File: config.mk
export PLATFORM = sky130hd
export DESIGN_NAME = tcce_seq
export DESIGN_NICKNAME = d
export VERILOG_FILES = /design/src/hw/rtl/tcce_pkg.sv /design/src/hw/rtl/tcce_seq.sv
export SDC_FILE = /design/constraint.sdc
export NUM_CORES = 1
export LEC_CHECK = 0
export ABC_AREA = 1
export BUFFER_PORTS_ARGS = -buffer_cell sky130_fd_sc_hd__buf_2
export CAP_MARGIN = 20
export CORE_MARGIN = 10
export CORE_UTILIZATION = 45
export DETAILED_ROUTE_END_ITERATION = 10
export PLACE_DENSITY_LB_ADDON = 0.08
export REMOVE_ABC_BUFFERS = 1
export SLEW_MARGIN = 20
export SYNTH_ARGS = -nofsm -noshare
export SYNTH_HDL_FRONTEND = slang
export SYNTH_SLANG_ARGS = --single-unit
File: constraint.sdc
create_clock -name clk_i -period 3.5 [get_ports clk_i]
set_input_delay 0.525 -clock clk_i [delete_from_list [all_inputs] [get_ports clk_i]]
set_output_delay 0.525 -clock clk_i [all_outputs]
set_load 0.005 [all_outputs]
File: src/hw/rtl/tcce_pkg.sv
package tcce_pkg;

  // Default screen geometry and tab width.
  localparam int COLUMNS_DEF    = 80;
  localparam int ROWS_DEF       = 25;
  localparam int TAB_SPACES_DEF = 8;

  // Field widths of the request and result items.
  localparam int CMD_W     = 2;
  localparam int CHR_W     = 8;
  localparam int ATTR_W    = 4;
  localparam int IDX_W     = 11;
  localparam int CURSOR_W  = 11;
  localparam int IN_DATA_W  = 32;
  localparam int OUT_DATA_W = 24;

  // Commands.
  typedef enum logic [CMD_W-1:0] {
    CMD_PUT   = 2'd0,
    CMD_READ  = 2'd1,
    CMD_CLEAR = 2'd2
  } cmd_e;

  // Character codes that are obeyed rather than printed, and the space code.
  localparam logic [CHR_W-1:0] CH_BACKSPACE = 8'd8;
  localparam logic [CHR_W-1:0] CH_TAB       = 8'd9;
  localparam logic [CHR_W-1:0] CH_NEWLINE   = 8'd10;
  localparam logic [CHR_W-1:0] CH_RETURN    = 8'd13;
  localparam logic [CHR_W-1:0] CH_SPACE     = 8'h20;

  localparam logic [ATTR_W-1:0] CLEAR_ATTR = 4'h7;

  // One screen cell.
  typedef struct packed {
    logic [ATTR_W-1:0] attr;
    logic [CHR_W-1:0]  chr;
  } cell_t;

  // Port strobes from the sequencer to the cell store.
  typedef struct packed {
    logic wr_en;
    logic rd_en;
  } store_ctrl_t;

endpackage

File: src/hw/rtl/tcce_seq.sv
module tcce_seq #(
  parameter int COLUMNS    = tcce_pkg::COLUMNS_DEF,
  parameter int ROWS       = tcce_pkg::ROWS_DEF,
  parameter int TAB_SPACES = tcce_pkg::TAB_SPACES_DEF,
  localparam int CELLS = COLUMNS * ROWS,
  localparam int AW    = $clog2(CELLS)
) (
  input  logic                           clk_i,
  input  logic                           rst_ni,
  input  logic                           start_i,
  input  logic [tcce_pkg::CMD_W-1:0]     cmd_i,
  input  logic [tcce_pkg::CHR_W-1:0]     chr_i,
  input  logic [tcce_pkg::ATTR_W-1:0]    attr_i,
  input  logic [tcce_pkg::IDX_W-1:0]     idx_i,
  input  logic                           out_free_i,
  output logic                           ready_o,
  output logic                           done_o,
  output logic [tcce_pkg::CURSOR_W-1:0]  res_cursor_o,
  output logic [tcce_pkg::CHR_W-1:0]     res_chr_o,
  output logic [tcce_pkg::ATTR_W-1:0]    res_attr_o,
  output logic                           res_scrolled_o,
  output tcce_pkg::store_ctrl_t          ctrl_o,
  output logic [AW-1:0]                  waddr_o,
  output tcce_pkg::cell_t                wdata_o,
  output logic [AW-1:0]                  raddr_o,
  input  tcce_pkg::cell_t                rdata_i
);
  import tcce_pkg::*;

  localparam int POS_W = $clog2(2 * CELLS);
  localparam int COL_W = $clog2(COLUMNS);
  localparam int TAB_W = $clog2(TAB_SPACES + 1);
  localparam logic [POS_W-1:0] CELLS_P   = POS_W'(CELLS);
  localparam logic [POS_W-1:0] LAST_ROW  = POS_W'(CELLS - COLUMNS);
  localparam logic [POS_W-1:0] COLUMNS_P = POS_W'(COLUMNS);
  localparam logic [COL_W-1:0] LAST_COL  = COL_W'(COLUMNS - 1);

  typedef enum logic [9:0] {
    ST_INIT    = 10'b00_0000_0001,
    ST_IDLE    = 10'b00_0000_0010,
    ST_CLEAR   = 10'b00_0000_0100,
    ST_PLAIN   = 10'b00_0000_1000,
    ST_CHECK   = 10'b00_0001_0000,
    ST_SCROLL  = 10'b00_0010_0000,
    ST_BS_RD   = 10'b00_0100_0000,
    ST_BS_WR   = 10'b00_1000_0000,
    ST_RD_WAIT = 10'b01_0000_0000,
    ST_FINISH  = 10'b10_0000_0000
  } state_e;

  state_e            state_q, state_d;
  logic [POS_W-1:0]  cur_q, cur_d;
  logic [COL_W-1:0]  col_q, col_d;
  logic [POS_W-1:0]  cnt_q, cnt_d;
  logic              pend_q, pend_d;
  logic [AW-1:0]     wa_q, wa_d;
  logic [TAB_W-1:0]  tab_q, tab_d;
  logic [CHR_W-1:0]  chr_q, chr_d;
  logic [ATTR_W-1:0] attr_q, attr_d;
  logic [CHR_W-1:0]  rc_q, rc_d;
  logic [ATTR_W-1:0] ra_q, ra_d;
  logic              sc_q, sc_d;

  // Shared cursor adder: every cursor move but a clear is cur_q plus a two's complement step.
  logic [POS_W-1:0]  addend;
  logic [POS_W-1:0]  cur_sum;

  always_comb begin
    addend = '0;
    case (state_q)
      ST_IDLE: begin
        if (chr_i == CH_NEWLINE) begin
          addend = COLUMNS_P - POS_W'(col_q);
        end else if (chr_i == CH_RETURN) begin
          addend = -POS_W'(col_q);
        end else if (cur_q <= POS_W'(1)) begin
          addend = -cur_q;
        end else begin
          addend = '1;
        end
      end
      ST_PLAIN:  addend = POS_W'(1);
      ST_SCROLL: addend = -COLUMNS_P;
      default:   addend = '0;
    endcase
  end

  assign cur_sum = cur_q + addend;

  always_comb begin
    state_d = state_q;
    cur_d   = cur_q;
    col_d   = col_q;
    cnt_d   = cnt_q;
    pend_d  = pend_q;
    wa_d    = wa_q;
    tab_d   = tab_q;
    chr_d   = chr_q;
    attr_d  = attr_q;
    rc_d    = rc_q;
    ra_d    = ra_q;
    sc_d    = sc_q;
    ctrl_o  = '0;
    waddr_o = cur_q[AW-1:0];
    wdata_o = '{attr: attr_q, chr: chr_q};
    raddr_o = AW'(idx_i);
    done_o  = 1'b0;

    case (state_q)
      ST_INIT, ST_CLEAR: begin
        ctrl_o.wr_en = 1'b1;
        waddr_o      = cnt_q[AW-1:0];
        wdata_o      = '{attr: CLEAR_ATTR, chr: CH_SPACE};
        cnt_d        = cnt_q + POS_W'(1);
        if (cnt_q == CELLS_P - POS_W'(1)) begin
          state_d = (state_q == ST_INIT) ? ST_IDLE : ST_FINISH;
        end
      end

      ST_IDLE: begin
        if (start_i) begin
          attr_d = attr_i;
          chr_d  = chr_i;
          tab_d  = '0;
          rc_d   = '0;
          ra_d   = '0;
          sc_d   = 1'b0;
          case (cmd_e'(cmd_i))
            CMD_PUT: begin
              case (chr_i)
                CH_NEWLINE, CH_RETURN: begin
                  cur_d   = cur_sum;
                  col_d   = '0;
                  state_d = ST_CHECK;
                end
                CH_TAB: begin
                  chr_d   = CH_SPACE;
                  tab_d   = TAB_W'(TAB_SPACES - 1);
                  state_d = ST_PLAIN;
                end
                CH_BACKSPACE: begin
                  cur_d = cur_sum;
                  if (cur_q <= POS_W'(1)) begin
                    col_d = '0;
                  end else if (col_q == '0) begin
                    col_d = LAST_COL;
                  end else begin
                    col_d = col_q - COL_W'(1);
                  end
                  state_d = ST_BS_RD;
                end
                default: state_d = ST_PLAIN;
              endcase
            end
            CMD_READ: begin
              if (32'(idx_i) < CELLS) begin
                ctrl_o.rd_en = 1'b1;
                state_d      = ST_RD_WAIT;
              end else begin
                state_d = ST_FINISH;
              end
            end
            CMD_CLEAR: begin
              cnt_d   = '0;
              cur_d   = '0;
              col_d   = '0;
              state_d = ST_CLEAR;
            end
            default: state_d = ST_FINISH;
          endcase
        end
      end

      ST_PLAIN: begin
        ctrl_o.wr_en = 1'b1;
        cur_d        = cur_sum;
        col_d        = (col_q == LAST_COL) ? '0 : col_q + COL_W'(1);
        state_d      = ST_CHECK;
      end

      ST_CHECK: begin
        if (cur_q >= CELLS_P) begin
          cnt_d   = '0;
          pend_d  = 1'b0;
          state_d = ST_SCROLL;
        end else if (tab_q != '0) begin
          tab_d   = tab_q - TAB_W'(1);
          state_d = ST_PLAIN;
        end else begin
          state_d = ST_FINISH;
        end
      end

      ST_SCROLL: begin
        // Reads run one cell ahead of the writes that use their data.
        if (cnt_q < CELLS_P) begin
          ctrl_o.rd_en = 1'b1;
          raddr_o = (cnt_q < LAST_ROW) ? AW'(cnt_q + COLUMNS_P) : cnt_q[AW-1:0];
          pend_d  = 1'b1;
          wa_d    = cnt_q[AW-1:0];
          cnt_d   = cnt_q + POS_W'(1);
        end else begin
          pend_d  = 1'b0;
          cur_d   = cur_sum;
          sc_d    = 1'b1;
          state_d = ST_CHECK;
        end
        if (pend_q) begin
          ctrl_o.wr_en = 1'b1;
          waddr_o      = wa_q;
          wdata_o      = rdata_i;
          if (POS_W'(wa_q) >= LAST_ROW) begin
            wdata_o.chr = CH_SPACE;
          end
        end
      end

      ST_BS_RD: begin
        ctrl_o.rd_en = 1'b1;
        raddr_o      = cur_q[AW-1:0];
        state_d      = ST_BS_WR;
      end

      ST_BS_WR: begin
        ctrl_o.wr_en = 1'b1;
        wdata_o      = '{attr: rdata_i.attr, chr: CH_SPACE};
        state_d      = ST_CHECK;
      end

      ST_RD_WAIT: begin
        rc_d    = rdata_i.chr;
        ra_d    = rdata_i.attr;
        state_d = ST_FINISH;
      end

      ST_FINISH: begin
        if (out_free_i) begin
          done_o  = 1'b1;
          state_d = ST_IDLE;
        end
      end

      default: state_d = ST_IDLE;
    endcase
  end

  always_ff @(posedge clk_i or negedge rst_ni) begin
    if (!rst_ni) begin
      state_q <= ST_INIT;
      cur_q   <= '0;
      col_q   <= '0;
      cnt_q   <= '0;
      pend_q  <= 1'b0;
      tab_q   <= '0;
      sc_q    <= 1'b0;
    end else begin
      state_q <= state_d;
      cur_q   <= cur_d;
      col_q   <= col_d;
      cnt_q   <= cnt_d;
      pend_q  <= pend_d;
      tab_q   <= tab_d;
      sc_q    <= sc_d;
    end
  end

  always_ff @(posedge clk_i) begin
    wa_q   <= wa_d;
    chr_q  <= chr_d;
    attr_q <= attr_d;
    rc_q   <= rc_d;
    ra_q   <= ra_d;
  end

  assign ready_o        = (state_q == ST_IDLE);
  assign res_cursor_o   = CURSOR_W'(cur_q);
  assign res_chr_o      = rc_q;
  assign res_attr_o     = ra_q;
  assign res_scrolled_o = sc_q;

endmodule

==> flow_metrics.tcl <==
set metrics [dict create \
    grt_overflow 0 \
    cp.buffers_inverters 5 \
    coreArea_um2 13100 \
    p_seq_share_pct 24.5 \
    antenna_found_initial 0 \
    timing.rr.end "cur_q[11]" \
    p_comb_share_pct 59.2 \
    yosysWarningCount 0 \
    rows 42 \
    n_fill_cell 1321 \
    stdcell_area_um2 6950 \
    drtIter0Drc 475 \
    cts_resized 0 \
    ant_nets 0 \
    grt_max_degree 29 \
    cts_max_level 3 \
    synth_xor_area_share_pct 3.82 \
    rrSetupSlack_ns 0.37 \
    ys_types 52 \
    clk_path_buf_depth 2 \
    finalHoldViolations 0 \
    period_share_pct 89.3 \
    cts.sinks 82 \
    path_max_fanout 5 \
    post_cts_buffers 0 \
    drive_above_1_share_pct 20.0 \
    path_class "reg2reg" \
    yosysTopAreaCellShare_pct 19.3 \
    avgSynthCellArea_um2 7.52 \
    required_ns 3.74 \
    worstPathArrival_ns 3.36 \
    clk_latency_ns 0.35 \
    dp.cells 1056 \
    multi_input_area_um2 3080 \
    wirelength_um 18200 \
    synth-compound-area-share_pct 14.7 \
    r2r_cells 22 \
    power.share.switching_pct 50.0 \
    crit_path_frequent_cell "nand2_1" \
    hold_buffers 0 \
    max_freq_mhz 320 \
    worst_path_max_delay_cell "dfrtp_1" \
    synthAdderAreaFrac_pct 4.95 \
    hp-class "in2async" \
    power_w 0.00626 \
    synthFlopType "dfrtp_1" \
    dieArea_um2 18300 \
    total_leakage_power_nw 3.42 \
    drc 0 \
    start_util_pct 45.4 \
    worst_slew_pin_slew_ns 0.768 \
    dpl_cell_area_um2 6610 \
    ioPinCount 103 \
    p_clk_share_pct 16.3 \
    syn_area_um2 5970 \
    drv_slew 0 \
    synth_edf_count 35 \
    cts-root-buf "clkbuf_16" \
    crit_start "cur_q[1]" \
    fin_skew_ns 0.00726 \
    drv_cap 0 \
    power.density_nw_per_um2 902 \
    num_vias 5770 \
    synth_top_family_by_area "simple AND/OR/NAND/NOR gates" \
    netSwitchingPower_w 0.00313 \
    start_kind "flop" \
    synthTopCellsByArea "dfrtp_1, edfxtp_1, nand2_1" \
    crit_end "cur_q[11]" \
    wl_per_cell_um 17.0 \
    layout_setup_ws_ns 0.373 \
    critical-path-top-delay-family "simple AND/OR/NAND/NOR gates" \
    syn_to_final_growth_pct 16.4 \
    internal_power_w 0.00313 \
    synth_seq_cells 82 \
    register_area_um2 2230 \
    cp_num_cells 22 \
    grt_pass1_vias 5582 \
    cts_buffers 9 \
    setup_viol 0 \
    synthArstFlopShare_pct 57.3 \
    syn_inst 794 \
    max_stage_delay_ns 0.45 \
    nets 955 \
    routabilityCongestion 0.947 \
    setup_tns_ns 0 \
    path_cells "inv_2, ha_1, inv_1, nand2_1, nand2_1, nor2_1, nand2_1, nor2_1, inv_1, nor2_1, a21oi_1, o21ai_2, nand2_1, ha_1, inv_1, o21bai_1, a221oi_1, nand3_1, inv_1, nand2_1, nand3_1, nand2_1" \
    portBuffers 102 \
    ir_worst_vdd_mv 0.380 \
    grt_first_pass_wirelength_um 29000 \
    final_cell_count_no_fill 1072 \
    end_kind "flop" \
    grtUsageTotal_pct 19.8 \
    yosys.area_share.simple_pct 27.8 \
    max-slew-margin-rel_pct 48.8 \
    pre_cts_ws_ns 0.162 \
    die-height_um 135 \
    yosysSeqAreaShare_pct 37.3 \
    outcome "finished, final reports clean" \
    n_antenna_cell 0 \
    synth_top_area_cell "dfrtp_1" \
    synth.area.mux_share_pct 0 \
    fin_crit_ns 3.13 \
    cts_tree "yes" \
    viasPerCell 5.38 \
    clk_pin_slew_ns 0.07 \
    die_w_um 135 \
    r2r_start "cur_q[1]" \
    dp_hpwl_um 14400 \
    drt-pass1-iter-count 5 \
]
[state kept, by name, indices dropped and copies added, names as in the netlist]
signal          cells
chr_q               8
wa_q               11
tab_q               4
pend_q              1
col_q               7
res_scrolled_o      1
attr_q              4
cur_q              12
state_q            10
cnt_q              12
res_chr_o           8
res_attr_o          4
[per-stage QoR]
step	util, %	hold WS [ns]
finish	52.9	0.244
global route	52.9	0.279
CTS	52.7	0.275
detailed placement	50.3	0.485
global placement	50.3	0.479
floorplan	-	0.229
[cells in the mapped netlist (all sizes together) (2+ instances only)]
| library cell | instances |
|---|---|
| xor2 | 21 |
| a31oi | 3 |
| ha | 22 |
| nand3 | 46 |
| o22ai | 6 |
| nand2 | 174 |
| o41ai | 2 |
| o211ai | 3 |
| edfxtp | 35 |
| o21bai | 2 |
| nor2 | 94 |
| inv | 131 |
| xnor2 | 5 |
| nor3 | 22 |
| o221ai | 21 |
| o21ai | 65 |
| clkbuf | 11 |
| o31ai | 4 |
| nand4 | 13 |
| nor4 | 5 |
| dfrtp | 46 |
| buf | 18 |
| or2 | 4 |
| a21oi | 30 |
[power groups by stage]
| stage | registers, W | clock network (W) | logic, W |
|---|---|---|---|
| floorplan | 0.00149 | 0 | 0.00247 |
| global placement | 0.00154 | 0 | 0.00361 |
| detailed placement | 0.00155 | 0 | 0.00364 |
| CTS | 0.00153 | 0.00104 | 0.00366 |
| global route | 0.00157 | 0.00109 | 0.00411 |
| finish | 0.00154 | 0.00102 | 0.00371 |
[cell families after synthesis]
kind of cell,count (synthesis)
and+or+nand+nor,360
buffers and inverters,160
AOI/OAI and AO/OA,143
DFF,82
xor gates and xnor gates,26
adders and majority gates,23
[cell type report]
cell class | count | share of cell area (%)
clock buffers | 9 | 3.24
clock inverters | 7 | 1.30
inverters | 131 | 7.12
multi-input cells | 552 | 44.3
flip-flops and latches | 82 | 32.1
well taps | 176 | 3.17
repair buffers | 115 | 8.76
[worst min-delay path by stage]
stage                  start         end  slack, ns  cells after the start
floorplan             rst_ni    cnt_q[0]       0.23                      0
global placement    cnt_q[1]     wa_q[1]       0.48                      0
detailed placement  cnt_q[1]     wa_q[1]       0.49                      0
CTS                   rst_ni  state_q[1]       0.27                      1
global route          rst_ni  state_q[1]       0.28                      1
finish                rst_ni  state_q[2]       0.24                      1
[cells in the final DEF (no fill, tap or decap), types with 4 or more instances in the layout]
| cell | instances |
|---|---|
| ha_1 | 22 |
| edfxtp_1 | 35 |
| xor2_1 | 21 |
| o21ai_2 | 4 |
| inv_2 | 10 |
| o21ai_0 | 42 |
| nor2_1 | 84 |
| clkbuf_16 | 9 |
| o221ai_1 | 21 |
| nor4_1 | 5 |
| nand3_1 | 42 |
| nor2_2 | 5 |
| o21ai_1 | 19 |
| nand2_1 | 167 |
| a21oi_1 | 28 |
| nor3_1 | 18 |
| xnor2_1 | 5 |
| nand4_1 | 12 |
| nor2_4 | 5 |
| nand2_4 | 4 |
| dfrtp_1 | 46 |
| buf_4 | 13 |
| o22ai_1 | 6 |
| inv_1 | 120 |
| buf_2 | 102 |
| o31ai_1 | 4 |
[routing by layer]
layer	part of all wire [%]	vias up	track usage [%]
li1	-	2826	-
met1	44	2727	25.0
met2	49	198	33.6
met3	5.8	19	3.71
met4	1.5	0	6.22
met5	0	-	0
[worst reg2reg max path, cell delays in order, from the launching register on]
cell	delay, ns
dfrtp_1	0.45
inv_2	0.14
ha_1	0.16
inv_1	0.04
nand2_1	0.04
nand2_1	0.04
nor2_1	0.08
nand2_1	0.13
nor2_1	0.20
inv_1	0.10
nor2_1	0.11
a21oi_1	0.06
o21ai_2	0.21
nand2_1	0.08
ha_1	0.32
inv_1	0.11
o21bai_1	0.11
a221oi_1	0.26
nand3_1	0.14
inv_1	0.07
nand2_1	0.05
nand3_1	0.07
nand2_1	0.05
Power figures use the tool's default switching activity.
